[config.mk]
export PLATFORM = sky130hd
export DESIGN_NAME = enq_fifo
export DESIGN_NICKNAME = d
export VERILOG_FILES = /design/src/design/enq_pkg.sv /design/src/design/enq_fifo.sv
export SDC_FILE = /design/constraint.sdc
export NUM_CORES = 1
export LEC_CHECK = 0
export BUFFER_PORTS_ARGS = -buffer_cell sky130_fd_sc_hd__buf_4
export CAP_MARGIN = 40
export CORE_UTILIZATION = 35
export CTS_CLUSTER_SIZE = 8
export DETAILED_ROUTE_END_ITERATION = 10
export PLACE_DENSITY_LB_ADDON = 0.12
export SLEW_MARGIN = 20
export SYNTH_ARGS = -nofsm -noshare
export SYNTH_HDL_FRONTEND = slang
export SYNTH_SLANG_ARGS = --single-unit
[constraint.sdc]
create_clock -name clk -period 7.7 [get_ports clk]
set_input_delay 0.77 -clock clk [delete_from_list [all_inputs] [get_ports clk]]
set_output_delay 0.77 -clock clk [all_outputs]
set_load 0.02 [all_outputs]
[src/design/enq_pkg.sv]
package enq_pkg;

    localparam int SOCKETS_DEF     = 256;
    localparam int QUEUE_DEPTH_DEF = 64;
    localparam int CMD_FIFO_DEPTH  = 2;
    localparam int MAX_OUT         = 64;

    localparam logic [5:0] ALWAYS_BITS = 6'h18;

    typedef enum logic [2:0] {
        KIND_REGISTER = 3'd0,
        KIND_MODIFY   = 3'd1,
        KIND_DELETE   = 3'd2,
        KIND_POST_USR = 3'd3,
        KIND_POST_SHD = 3'd4,
        KIND_FETCH    = 3'd5,
        KIND_IN_USE   = 3'd6,
        KIND_NONE     = 3'd7
    } kind_t;

    typedef enum logic [2:0] {
        STATUS_OK       = 3'd0,
        STATUS_ALREADY  = 3'd1,
        STATUS_NOT_REG  = 3'd2,
        STATUS_EMPTY    = 3'd3,
        STATUS_FULL     = 3'd4,
        STATUS_UNUSED5  = 3'd5,
        STATUS_UNUSED6  = 3'd6,
        STATUS_UNUSED7  = 3'd7
    } status_t;

    typedef struct packed {
        kind_t       kind;
        logic [7:0]  socket;
        logic        in_range;
        logic [5:0]  event_mask;
        logic [63:0] user_data;
        logic [6:0]  limit;
        logic        in_use;
    } cmd_t;

    typedef struct packed {
        logic [2:0]  status;
        logic        has_event;
        logic [7:0]  fired_socket;
        logic [5:0]  event_bits;
        logic [63:0] event_data;
        logic        last;
    } result_t;

    typedef struct packed {
        logic        live;
        logic [5:0]  interest;
        logic [5:0]  pending;
        logic [63:0] data;
    } sock_word_t;

endpackage

[src/design/enq_fifo.sv]
module enq_fifo (
    input  logic          clk,
    input  logic          rst_n,
    input  logic          push,
    input  enq_pkg::cmd_t push_cmd,
    input  logic          pop,
    output logic          full,
    output logic          not_empty,
    output enq_pkg::cmd_t head_cmd
);

    localparam int D  = enq_pkg::CMD_FIFO_DEPTH;
    localparam int PW = (D > 1) ? $clog2(D) : 1;
    localparam int CW = $clog2(D + 1);

    enq_pkg::cmd_t  entry_reg [D];
    logic [PW-1:0]  wr_ptr_reg, wr_ptr_next;
    logic [PW-1:0]  rd_ptr_reg, rd_ptr_next;
    logic [CW-1:0]  count_reg, count_next;

    assign full      = (count_reg == CW'(D));
    assign not_empty = (count_reg != '0);
    assign head_cmd  = entry_reg[rd_ptr_reg];

    always_comb
    begin
        wr_ptr_next = wr_ptr_reg;
        rd_ptr_next = rd_ptr_reg;
        count_next  = count_reg;
        if (push)
        begin
            wr_ptr_next = (wr_ptr_reg == PW'(D - 1)) ? '0 : wr_ptr_reg + 1'b1;
        end
        if (pop)
        begin
            rd_ptr_next = (rd_ptr_reg == PW'(D - 1)) ? '0 : rd_ptr_reg + 1'b1;
        end
        if (push && !pop)
        begin
            count_next = count_reg + 1'b1;
        end
        else if (pop && !push)
        begin
            count_next = count_reg - 1'b1;
        end
    end

    always_ff @(posedge clk or negedge rst_n)
    begin
        if (!rst_n)
        begin
            wr_ptr_reg <= '0;
            rd_ptr_reg <= '0;
            count_reg  <= '0;
        end
        else
        begin
            wr_ptr_reg <= wr_ptr_next;
            rd_ptr_reg <= rd_ptr_next;
            count_reg  <= count_next;
        end
    end

    always_ff @(posedge clk)
    begin
        if (push)
        begin
            entry_reg[wr_ptr_reg] <= push_cmd;
        end
    end

endmodule

======== Yosys cells after proc, flatten, opt, wreduce, memory -nomap -nowiden ========
Memories as Yosys holds them, arrays and structs flattened.
Index checks and enable logic that the tools add are counted.
cells by class
  add/sub/neg operators ................... 4
  muxes and demuxes ....................... 6
  reduce and logical (&&, ||, !) cells .... 6
  equal/unequal tests ..................... 1
operator list
  cell                   number
  $mux W1                4
  $mux W2                2
  $reduce_bool A2 Y1     2
  $add A1 B1 Y1 const B  2
  $add A2 B1 Y2 const B  1
  $eq A2 B2 Y1 const B   1
  $logic_and A1 B1 Y1    2
  $logic_not A1 Y1       2
  $sub A2 B1 Y2 const B  1
storage, ports and cells
  input bits .............................. 94
  register bits ........................... 4
  bits in writable memories ............... 180
  memories kept ........................... 1
  word-level logic and storage cells ...... 21
memories
  memory     words  width  rd ports  clocked after memory_dff  wr ports  line            source
  entry_reg  2      90     1         0                         1         enq_fifo.sv:16  enq_pkg::cmd_t entry_reg [D];

======== Depth between registers and ports, before layout ========
Gate-level depths: netlist (run 1).
  depth after elaboration ................. 4
  depth in mapped cells ................... 5
  depth with buffers taken out ............ 5

======== Worst setup path before layout (run 1) ========
No wires, ideal clock.
  kind .................................... input to register
  start ................................... in push
  end ..................................... mem entry_reg[0][0] (netlist name), enable pin
  path slack .............................. 2.455 ns
  setup time .............................. 0.550 ns
  stages on the path ...................... 1
  data arrival time ....................... 4.695 ns
  path buffers ............................ 0
  path through ............................ nor2b_1
on the way
  cells in the longest elaborated chain, start to end .. 2
ends and longest elaborated chain
  element                        line            source
  from (decl)                    enq_fifo.sv:4   input logic push,
  $mux W1                        enq_fifo.sv:66  if (push)
  $mux W1 (not written as such)  enq_fifo.sv:68  entry_reg[wr_ptr_reg] <= push_cmd;
  to (decl)                      enq_fifo.sv:16
No other way between the ends.

==> results of run 1 <==
-- worst max-delay path, delay by kind of cell (launching register included) --
family | cells | cell delay, ps
muxes | 1 | 390
buffers and inverters | 3 | 690
DFF | 1 | 690
-- report_power, final --
part | leakage, nW | switching [mW] | internal (mW)
Combinational | 1.34 | 0.600 | 0.529
Clock | 0.278 | 0.373 | 0.487
Sequential | 1.74 | 0.0733 | 1.33
-- cells in the mapped netlist (all sizes together) --
cell	instances	area, µm²
edfxtp	180	5405
mux2	90	1013
clkbuf	9	123.9
dfrtp	4	100.1
xor2	4	35.03
nor2b	2	12.51
and2	1	6.260
buf	1	11.26
ha	1	12.51
inv	1	3.750
nor2	1	3.750
or2	1	6.260
xnor2	1	8.760
-- cell families after synthesis --
family / synth area share
XOR/XNOR: 0.006494
adder cells (fa/ha/maj): 0.001855
buffers and inverters: 0.02060
multiplexers: 0.1503
flip-flops: 0.8165
AND/OR/NAND/NOR: 0.004268
-- layout by cell type, fill, tap and decap left out, drive strengths merged --
cell type / n
ha: 1
bufinv: 2
mux2: 90
nor2b: 2
dfrtp: 4
inv: 8
clkbuf: 18
xnor2: 1
clkinvlp: 4
and2: 1
diode: 1
edfxtp: 180
nor2: 1
clkinv: 1
buf: 191
xor2: 4
or2: 1
-- area by class of cell --
cell class,count,area share
Sequential cell,184,0.6139
Timing Repair Buffer,191,0.1634
Multi-Input combinational cell,101,0.1235
Clock buffer,18,0.04782
Tap cell,234,0.03263
Clock inverter,14,0.01799
Inverter,1,0.0004183
Antenna cell,1,0.0002789
-- worst min-delay path by stage --
stage	endpoint	slack (ps)
detailed placement	count_reg[1]	470
CTS	rd_ptr_reg	110
global route	rd_ptr_reg	110
finish	rd_ptr_reg	130
global placement	count_reg[1]	470
floorplan	count_reg[1]	450
-- layer usage --
layer / global-route usage / share of wire / vias up / wire length (µm)
met4: 0.05492 / 0.016 / 0 / 197
met3: 0.05740 / 0.080 / 16 / 996
met5: 0 / 0 / - / 0
li1: - / - / 1570 / -
met2: 0.2124 / 0.49 / 109 / 6057
met1: 0.1542 / 0.42 / 1603 / 5182
==> impl_summary.md, run 1 <==
Layout
Of the cells placed in the final design, the portion with a size suffix greater than 1 is 0.6208. Once layout is done, the placed cells without fillers occupy roughly 9000 µm². The number of flip-flops under the largest register name is 180. The area growth from synthesis to layout is 33.09%. For this run, the post-layout net count is ~590. The share of the core filled with cells is 0.4781.

After filler insertion, the fill cell instance count of the layout stands at 1635. The sequential cells in the finished layout cover a total of ~5500 µm². In the final layout, the multi-input gates occupy 1109 µm². The count of non-filler cells in the finished layout is 744.

CTS
CTS saw 184 sinks. In this run the number of H-tree levels came out at 4. In this run, post-CTS repair resized a total of 0 instances. The number of setup buffers added after CTS is 0.

In this run the deepest clock path goes through 2 buffers. The cts-stage hold buffer count is 0. The number of CTS-inserted buffers is 17. The CTS tree is yes. The tree is rooted in a sky130_fd_sc_hd__clkbuf_16. The source-to-sink clock delay at the later pin of the worst-skew pair is around 420 ps. The clock transition at the registers of the reported paths is roughly 70 ps.

Global routing
The total congestion overflow is 0. The via count of the first global-routing pass is about 3700. The initial antenna violation count is 1. The first global-routing pass estimated about 19 mm of wire. Entering global routing, the biggest net connects 63 pins. In the global route stage, overall resource usage came out at 0.1318.

Routing
The via density per instance is 4.433. In this run, the number of DRC markers left after iteration 0 of detailed routing was just over 80. The wire length after detailed routing is 12.43 mm. The detailed router placed ~3300 vias in this run. Once detail routing completed, the nets flagged for antenna violations numbered 0. The average detailed-routed wire length per instance is 16.71 µm. The remaining routing DRC violations is 0.

The number of detailed-route iterations in the first pass is 4.

Logic synthesis
Of the synthesized area, sequential elements account for 0.8165. The number of warning messages in the yosys log is 0. The cell area after synthesis is about 6700 µm². The total nets after synthesis is roughly 400. The number of instances in the synthesized netlist is between 200 and 300.

The synthesized area divided by synthesized cell count is 22.78 µm². After synthesis, the netlist uses 13 different library cells. The synthesized design contains about 180 register bits.

Timing
Setup repair after global routing left no endpoint under its margin. Hold timing on the final database bottoms out at a slack of approximately 130 ps. The worst clock skew on the final layout is between 6 and 7 ps.

The sum of negative setup slack is 0 ps. The final-report hold violation count is 0. The number of failing setup endpoints in the final timing report is 0.

The number of slew-limit violations in the final report is 0. The share of the cycle needed by the critical path after routing is 0.3934. Across all setup checks in the final design, the least slack found is approximately 4700 ps. The relative slew slack is 0.5126.

The slew of the pin with the lowest slew margin is 731.1 ps. The maximum clock rate is 330.2 MHz. For the finished layout, the period the worst path requires is approximately 3000 ps.

Worst setup path
The launching point of the worst reg2reg path is wr_ptr_reg. For this run, the slowest stage of the critical path takes ~690 ps. The cell repeated most along the worst path is sky130_fd_sc_hd__buf_4. STA classifies the critical path endpoint as an output port. For flop-to-flop paths, the worst setup slack is 5790 ps.

The sort of element at the start of the critical path is a flip-flop. The arrival time at the worst endpoint is roughly 2300 ps. On the critical path, the stage with the largest delay is an instance of sky130_fd_sc_hd__dfrtp_4. Traced cell by cell, the critical path runs through buf_4, buf_16, mux2_2, buf_4. The critical path ends at head_cmd[44]. Counting cells, the worst reg-to-reg path comes to 3. The critical path is of the flip-flop to output port type. In this run the worst setup path begins at rd_ptr_reg. In this run the worst path has a maximum fanout of 57.

The required time of the worst setup path is slightly below 7000 ps. The terminus of the critical flop-to-flop path is entry_reg[1][68].

Floorplanning
The die area is ~20000 µm². The die outline height is 140.8 µm. The core region is roughly 19000 µm². The width of the die is approximately 140 µm. The total I/O pin count is 186. The initial core utilization is 0.3593. The standard-cell row count is 50.

Status
The flow ran to the end, and the final reports show no timing, DRC or antenna violations.

Flow run
The tool flagged a number of max-cap violations equal to 0.

Power
The cell area power density is 378.0 nW/µm². In this run the static leakage power is between 3 and 4 nW. The total power draw is approximately 3.4 mW. VDD sags by at most between 200 and 250 µV.

Place
The worst setup timing slack at the placement stage is between 4000 and 5000 ps. In this run the cell area measured after placement is approximately 8300 µm². Port buffering added around 190 buffers.

The global placer's final weighted congestion is 0.6879. The HPWL after detailed placement is roughly 8.0 mm. The cell count after placement is between 700 and 800.

Hold path
The tightest min-delay check is of the input port to async pin type.
No activity file was read; power rests on OpenSTA's default activity.
==> run 2, diff against run 1 <==
--- a/config.mk
+++ b/config.mk
@@ -5,6 +5,7 @@
 export SDC_FILE = /design/constraint.sdc
 export NUM_CORES = 1
 export LEC_CHECK = 0
+export ABC_AREA = 1
 export BUFFER_PORTS_ARGS = -buffer_cell sky130_fd_sc_hd__buf_4
 export CAP_MARGIN = 40
 export CORE_UTILIZATION = 35
==> constraint.sdc (replaced) <==
create_clock -name clk -period 2.9 [get_ports clk]
set_input_delay 0.29 -clock clk [delete_from_list [all_inputs] [get_ports clk]]
set_output_delay 0.29 -clock clk [all_outputs]
set_load 0.02 [all_outputs]
==> impl_summary.md, run 2 <==
Timing
The relative slew slack is 0.6322 (+0.1196). The sum of negative setup slack was 0 ps (unchanged). The number of failing setup endpoints in the final timing report was 0 (unchanged). The smallest clock period supported by the final layout is computed as 2336 ps. Setup repair after global routing left no endpoint under its margin. The worst clock skew on the final layout was 8.780 ps (+2.433 ps). For this run, the top clock speed supported by timing is 428.0 MHz. The number of slew-limit violations in the final report is 0 (unchanged). The final-report hold violation count is 0 (unchanged). In the finished design, the share of the clock period the worst path needs comes to 0.8056.

The slew of the pin with the lowest slew margin is 551.6 ps (-179.4 ps).

Logic synthesis
The most frequent cell after synthesis is sky130_fd_sc_hd__edfxtp_1. The share of the synthesized area in the top cell type is 0.7996 (-0.002077). The synthesized design spends more area on one cell type than any other, namely sky130_fd_sc_hd__edfxtp_1.

The count of distinct cell types in the synthesized netlist came to 13 (unchanged). The synthesized area divided by synthesized cell count is 22.16 µm² (-2.7%). The number of synthesized flops with an enable pin is 180 (unchanged). The cell area after synthesis came to 6760 µm² (+0.26%). The most used flip-flop cell after synthesis is sky130_fd_sc_hd__edfxtp_1. The sequential-to-total area share from yosys stat was 0.8144 (-0.002116). The commonest cells after synthesis are sky130_fd_sc_hd__edfxtp_1, sky130_fd_sc_hd__mux2_2, sky130_fd_sc_hd__clkbuf_8, sky130_fd_sc_hd__inv_1, sky130_fd_sc_hd__nand2_1. The number of instances in the synthesized netlist is 305 (+3.0%). The total nets after synthesis is 400 (+2.3%).

The async set or reset register ratio after synthesis came to 0.02174 (unchanged). The post-synthesis register bit count came to 184 (unchanged). By area the synthesized netlist is led by sky130_fd_sc_hd__edfxtp_1, sky130_fd_sc_hd__mux2_2, sky130_fd_sc_hd__clkbuf_8, sky130_fd_sc_hd__dfrtp_1, sky130_fd_sc_hd__inv_1. The number of warning messages in the yosys log is 0 (unchanged).

Worst setup path
The required time of the worst setup path is 2610 ps (-4320 ps). STA classifies the critical path endpoint as an output port. The sort of element at the start of the critical path is a flip-flop. The largest fanout of any net on the critical path was 30 (-47%). The category of the critical setup timing path is flip-flop to output port.

The arrival time at the worst endpoint came to 2050 ps (-210 ps).

Routing
The remaining antenna violation count after routing is 0 (unchanged). The total length of routed met3 wires is 610 µm (-39%). The average detailed-routed wire length per instance is 16.25 µm (-2.7%). The violation count after the first detailed-route iteration is 146 (+78%). The via density per instance came to 4.362 (-1.6%).

The remaining routing DRC violations was 0 (unchanged). The wire length after detailed routing is 12.61 mm (+1.4%). The routed length on met2 came to 6.673 mm (+10%). The routed length on met1 is 5.120 mm (-1.2%). The uppermost metal layer occupied by signal nets is met4. The number of detailed-route iterations in the first pass is 4 (unchanged).

The total via count after detailed routing was 3385 (+2.6%).

Layout
The final design area excluding fillers is 9036 µm² (+0.70%). The share of layout cells above drive strength 1 was 0.6008 (-0.02005). The leading cell type in the layout, fill and taps excluded is sky130_fd_sc_hd__buf_4.

The register area was 5509 µm² (unchanged). The area of the multi-input gates is 1101 µm² (-0.68%). The total of fill cells in the finished design came to 1626 (-0.55%). The area growth from synthesis to layout is 33.67%. The library cells used most frequently in the layout, excluding fill and tap cells, are sky130_fd_sc_hd__buf_4, sky130_fd_sc_hd__edfxtp_1, sky130_fd_sc_hd__mux2_2. The net total in the final layout came to 599 (+1.4%). The share of the core filled with cells came to 0.4799 (+0.001734). The number of diodes was 0 (-1). The number of flip-flops under the largest register name was 180 (unchanged).

CTS
The clock root buffer master is sky130_fd_sc_hd__clkbuf_16. The number of H-tree branching levels is 4 (unchanged). The source-to-sink clock delay at the later pin of the worst-skew pair is 420 ps (about the same).

TritonCTS built the clock tree. The clock transition at the registers of the reported paths was 60 ps (about the same). The number of gates resized after cts is 0 (unchanged). The number of CTS-inserted buffers is 17 (unchanged). The post-CTS setup buffer count is 0 (unchanged). The number of sinks on the clock net is 184 (unchanged). The buffer levels on the longest clock path came to 2 (unchanged).

Power
The worst voltage drop across the vdd grid is 465.6 µV (+100%). The leakage power total was 3.386 nW (+1.1%). The total power draw is 9.100 mW (+170%).

The cell area power density was 1007 nW/µm² (+170%).

Global routing
The pin count of the biggest net entering global routing is 91 (+44%). The first-pass GRT wire length is 19.33 mm (+0.39%). The total congestion overflow is 0 (unchanged). The via count of the first global-routing pass is 3714 (+0.49%).

The all-layer global routing usage is 0.1317 (about the same). The initial antenna violation count was 0 (-1).

Floorplanning
The total I/O pin count came to 186 (unchanged). The initial core utilization came to 0.3590 (about the same). The width of the die is 141.0 µm (+0.13%). The die outline height is 141.0 µm (+0.13%). The die area came to 19880 µm² (+0.26%).

The placeable core region came to 18830 µm² (+0.33%). The standard-cell row count is 50 (unchanged).

Place
The cell area after placement came to 8421 µm² (+1.1%). The global placer's final weighted congestion is 0.7236 (+5.2%). The post-detailed-placement half-perimeter wirelength came to 7.902 mm (-1.1%). The total of buffers placed on input and output ports came to 185 (unchanged).

Flow run
The total of max-cap violations came to 0 (unchanged).

Status
The run finished with clean final reports.

Hold path
In this run the worst hold path is classified as input port to flip-flop.
[run 2: cell types whose count changed after synthesis, sizes merged]
cell	before	now
xor2	4	2
nand4	0	1
nor2	1	2
nor2b	2	0
nand3	0	1
inv	1	7
or2	1	0
nand2	0	6
and2	1	0
[run 2: worst max-delay path, cell delays in order, from the launching register on]
cell	delay, ps
sky130_fd_sc_hd__dfrtp_4	700
sky130_fd_sc_hd__buf_4	370
sky130_fd_sc_hd__mux2_2	380
sky130_fd_sc_hd__buf_4	160
[run 2: cells by family after synthesis]
kind of cell,share of synthesized area
muxes,0.1499
and+or+nand+nor,0.006108
xor gates and xnor gates,0.003887
DFF,0.8144
buffers and inverters,0.02388
adders and majority gates,0.001851
[run 2: layout make-up]
cell class	count	area share
Tap cell	260	0.03600
Clock buffer	19	0.04791
Multi-Input combinational cell	104	0.1219
Inverter	7	0.003185
Timing Repair Buffer	190	0.1623
Clock inverter	12	0.01911
Sequential cell	184	0.6097
[run 2: worst paths after layout]
path	from	endpoint	slack, ps	depth (start not counted)
worst max-delay path	rd_ptr_reg	head_cmd[67]	560	3
worst min-delay path	pop	rd_ptr_reg	40	2
worst max register to register	wr_ptr_reg	entry_reg[1][78]	1210	3
worst min register to register	count_reg[1]	count_reg[1]	470	2
max in group asynchronous	rst_n	rd_ptr_reg	2590	2
min in group asynchronous	rst_n	rd_ptr_reg	190	2
[run 2: timing repair]
action	CTS	global route
setup endpoints to repair	0	0
hold endpoints to repair	4	0
hold buffers	1	0
[run 2: per-layer routing]
metal | up-vias | global-route usage
met5 | - | 0
met3 | 13 | 0.04076
met2 | 97 | 0.2338
met4 | 0 | 0.05835
li1 | 1592 | -
met1 | 1683 | 0.1449
[run 2: per-stage QoR]
step,setup WS [ps],std cells,hold slack (ps)
3_3_place_gp,1007,744,97.44
5_1_grt,448.8,776,23.47
6_report,563.7,776,41.34
3_5_place_dp,984.0,744,98.24
2_1_floorplan,242.1,305,-5.591
4_1_cts,511.5,776,21.94
[run 2: power by group]
group	total, mW	switching (mW)	leakage (nW)	internal [mW]
Combinational	2.98	1.60	1.35	1.39
Clock	2.39	0.951	0.295	1.44
Sequential	3.73	0.198	1.74	3.53
Total	9.10	2.75	3.39	6.36
==> run 3, diff against run 2 <==
--- a/config.mk
+++ b/config.mk
@@ -5,7 +5,7 @@
 export SDC_FILE = /design/constraint.sdc
 export NUM_CORES = 1
 export LEC_CHECK = 0
-export ABC_AREA = 1
+export ABC_AREA = 0
 export BUFFER_PORTS_ARGS = -buffer_cell sky130_fd_sc_hd__buf_4
 export CAP_MARGIN = 40
 export CORE_UTILIZATION = 35
==> constraint.sdc (replaced) <==
create_clock -name clk -period 2.3 [get_ports clk]
set_input_delay 0.23 -clock clk [delete_from_list [all_inputs] [get_ports clk]]
set_output_delay 0.23 -clock clk [all_outputs]
set_load 0.02 [all_outputs]
==> impl_summary.md, run 3 (same netlist as run 1, synthesis figures left out) <==
Power
The combinational share of power is 0.346 (+0.018). The leakage power total is 3.760 nW (+11%). The net switching power is 3.511 mW (+28%). The total power draw is 11.68 mW (+28%).

The clock network power share is 0.260 (-0.003). The cell area power density is 1174 nW/µm² (+17%). The internal power component was 8.165 mW (+28%).

The fraction of power spent switching nets was 0.3007 (-0.0009245). The worst voltage drop across the vdd grid is 579.9 µV (+25%). The power share of the sequential group is 0.394 (-0.016).

Worst setup path
The category of the critical setup timing path is flip-flop to output port. The sort of element at the start of the critical path is a flip-flop. The largest fanout of any net on the critical path is 37 (+23%). The arrival time at the worst endpoint is 1850 ps (-200 ps). The worst setup path is captured at an output port. The required time of the worst setup path was 2070 ps (-540 ps).

Timing
Setup repair after global routing left no endpoint under its margin. The slew of the pin with the lowest slew margin is 631.5 ps (+79.85 ps). The worst setup slack after layout is 215.4 ps (-348.3 ps). The maximum clock rate is between 400 and 500 MHz.

The clock period could shrink to around 2100 ps. The worst clock skew on the final layout is 9.410 ps (+0.6306 ps). The final hold slack is 32.16 ps (-9.175 ps). The number of failing setup endpoints in the final timing report was 0 (unchanged). The relative slew slack is 0.5790 (-0.05324). The number of slew-limit violations in the final report is 0 (unchanged). The sum of negative setup slack came to 0 ps (unchanged). The share of the cycle needed by the critical path after routing is 0.9063. The final-report hold violation count is 0 (unchanged).

CTS
TritonCTS built the clock tree. The number of H-tree branching levels came to 4 (unchanged). The source-to-sink clock delay at the later pin of the worst-skew pair is 420 ps (about the same). The number of CTS-inserted buffers is 17 (unchanged).

The clock transition at the registers of the reported paths came to 60 ps (about the same). The post-CTS setup buffer count is 0 (unchanged). The number of sinks on the clock net is 184 (unchanged). The clock root buffer master is sky130_fd_sc_hd__clkbuf_16. The buffer levels on the longest clock path is 2 (unchanged).

Floorplanning
The width of the die was 140.8 µm (-0.13%). The initial core utilization came to 0.3593 (about the same). The standard-cell row count is 50 (unchanged). The die outline height is 140.8 µm (-0.13%). The die area is 19820 µm² (-0.26%).

The placeable core region is 18770 µm² (-0.33%). The total I/O pin count is 186 (unchanged).

Status
The flow ran to the end, and the final reports show no timing, DRC or antenna violations.

Routing
The violation count after the first detailed-route iteration came to 131 (-10%). The wire length after detailed routing is 13.09 mm (+3.8%). The remaining antenna violation count after routing was 0 (unchanged). The remaining routing DRC violations came to 0 (unchanged). The total via count after detailed routing was 3712 (+9.7%). The average detailed-routed wire length per instance is 15.67 µm (-3.6%). The number of detailed-route iterations in the first pass is 4 (unchanged).

The via density per instance is 4.446 (+1.9%).

Layout
The net total in the final layout is 683 (+14%). The number of diodes is 0 (unchanged). The total of fill cells in the finished design is 1547 (-4.9%). The leading cell type in the layout, fill and taps excluded is sky130_fd_sc_hd__buf_4.

The number of flip-flops under the largest register name is 180 (unchanged). The library cells used most frequently in the layout, excluding fill and tap cells, are sky130_fd_sc_hd__buf_4, sky130_fd_sc_hd__edfxtp_1, sky130_fd_sc_hd__dlygate4sd3_1. Relative to the synthesized area, the layout overhead comes to 47.45%. The share of layout cells above drive strength 1 was 0.5258 (-0.07498).

Place
The worst setup timing slack at the placement stage is 614.4 ps (-369.6 ps). The post-detailed-placement half-perimeter wirelength is 8.003 mm (+1.3%). The global placer's final weighted congestion is 0.6858 (-5.2%). The total of buffers placed on input and output ports is 185 (unchanged).

Global routing
The total congestion overflow was 0 (unchanged). The via count of the first global-routing pass is 4043 (+8.9%). The all-layer global routing usage is 0.1389 (+0.007204).

The first-pass GRT wire length is 20.58 mm (+6.5%). The initial antenna violation count is 0 (unchanged). The pin count of the biggest net entering global routing is 55 (-40%).

Hold path
The class of the tightest hold or removal check is input port to flip-flop.

Flow run
The total of max-cap violations is 0 (unchanged).
run 3: cell count changes in the layout (fill, tap and decap cells not counted), sizes merged, moves of 2 or more:
| cell | change |
|---|---|
| buf | +2 |
| dlygate4sd3 | +91 |
| inv | -5 |
| nand2 | -6 |
| nor2b | +2 |
| xor2 | +2 |
run 3: what timing repair did:
action,in CTS,in global routing
endpoints found under the hold margin,185,0
hold buffers,92,0
resized for setup,0,0
run 3: metal layers:
metal | track usage | up-vias | part of all wire
met3 | 0.04144 | 10 | 0.054
met1 | 0.1666 | 1817 | 0.43
met4 | 0.05149 | 0 | 0.012
met5 | 0 | - | 0
met2 | 0.2364 | 123 | 0.50
li1 | - | 1762 | -
run 3: area by class of cell:
cell class / instances / area, µm² / share of cell area
well taps: 234 / 292.8 / 0.02945
flip-flops and latches: 184 / 5509 / 0.5541
inverters: 1 / 3.754 / 0.0003775
multi-input cells: 101 / 1109 / 0.1115
repair buffers: 283 / 2405 / 0.2419
clock inverters: 14 / 193.9 / 0.01951
clock buffers: 18 / 429.2 / 0.04317
run 3: worst paths after layout:
check,start,endpoint,slack [ps],cells after the start
max in group asynchronous,rst_n,rd_ptr_reg,2030,2
min in group asynchronous,rst_n,count_reg[1],160,2
worst min register to register,count_reg[1],count_reg[1],500,1
worst max register to register,wr_ptr_reg,entry_reg[0][15],790,2
worst min-delay path,push,wr_ptr_reg,30,2
worst max-delay path,rd_ptr_reg,head_cmd[74],220,3
run 3: through the flow:
stage,cells,util,area (µm²)
CTS,835,0.5297,9942
global route,835,0.5297,9942
global placement,711,0.4475,8398
floorplan,296,-,6751
finish,835,0.5297,9942
detailed placement,711,0.4475,8398
run 3: worst max-delay path, cell delays in order (launching register included):
cell and delay, ps:
sky130_fd_sc_hd__dfrtp_4 420, sky130_fd_sc_hd__buf_4 430, sky130_fd_sc_hd__mux2_2 410, sky130_fd_sc_hd__buf_4 160
run 3: power by group through the flow:
stage	Clock (mW)	Sequential, mW	Combinational (mW)
after floorplan	0	4.64	2.52
after global placement	0	4.65	3.98
after detailed placement	0	4.68	3.98
after CTS	3.15	4.61	4.13
after global routing	3.26	4.66	4.31
final	3.04	4.60	4.04
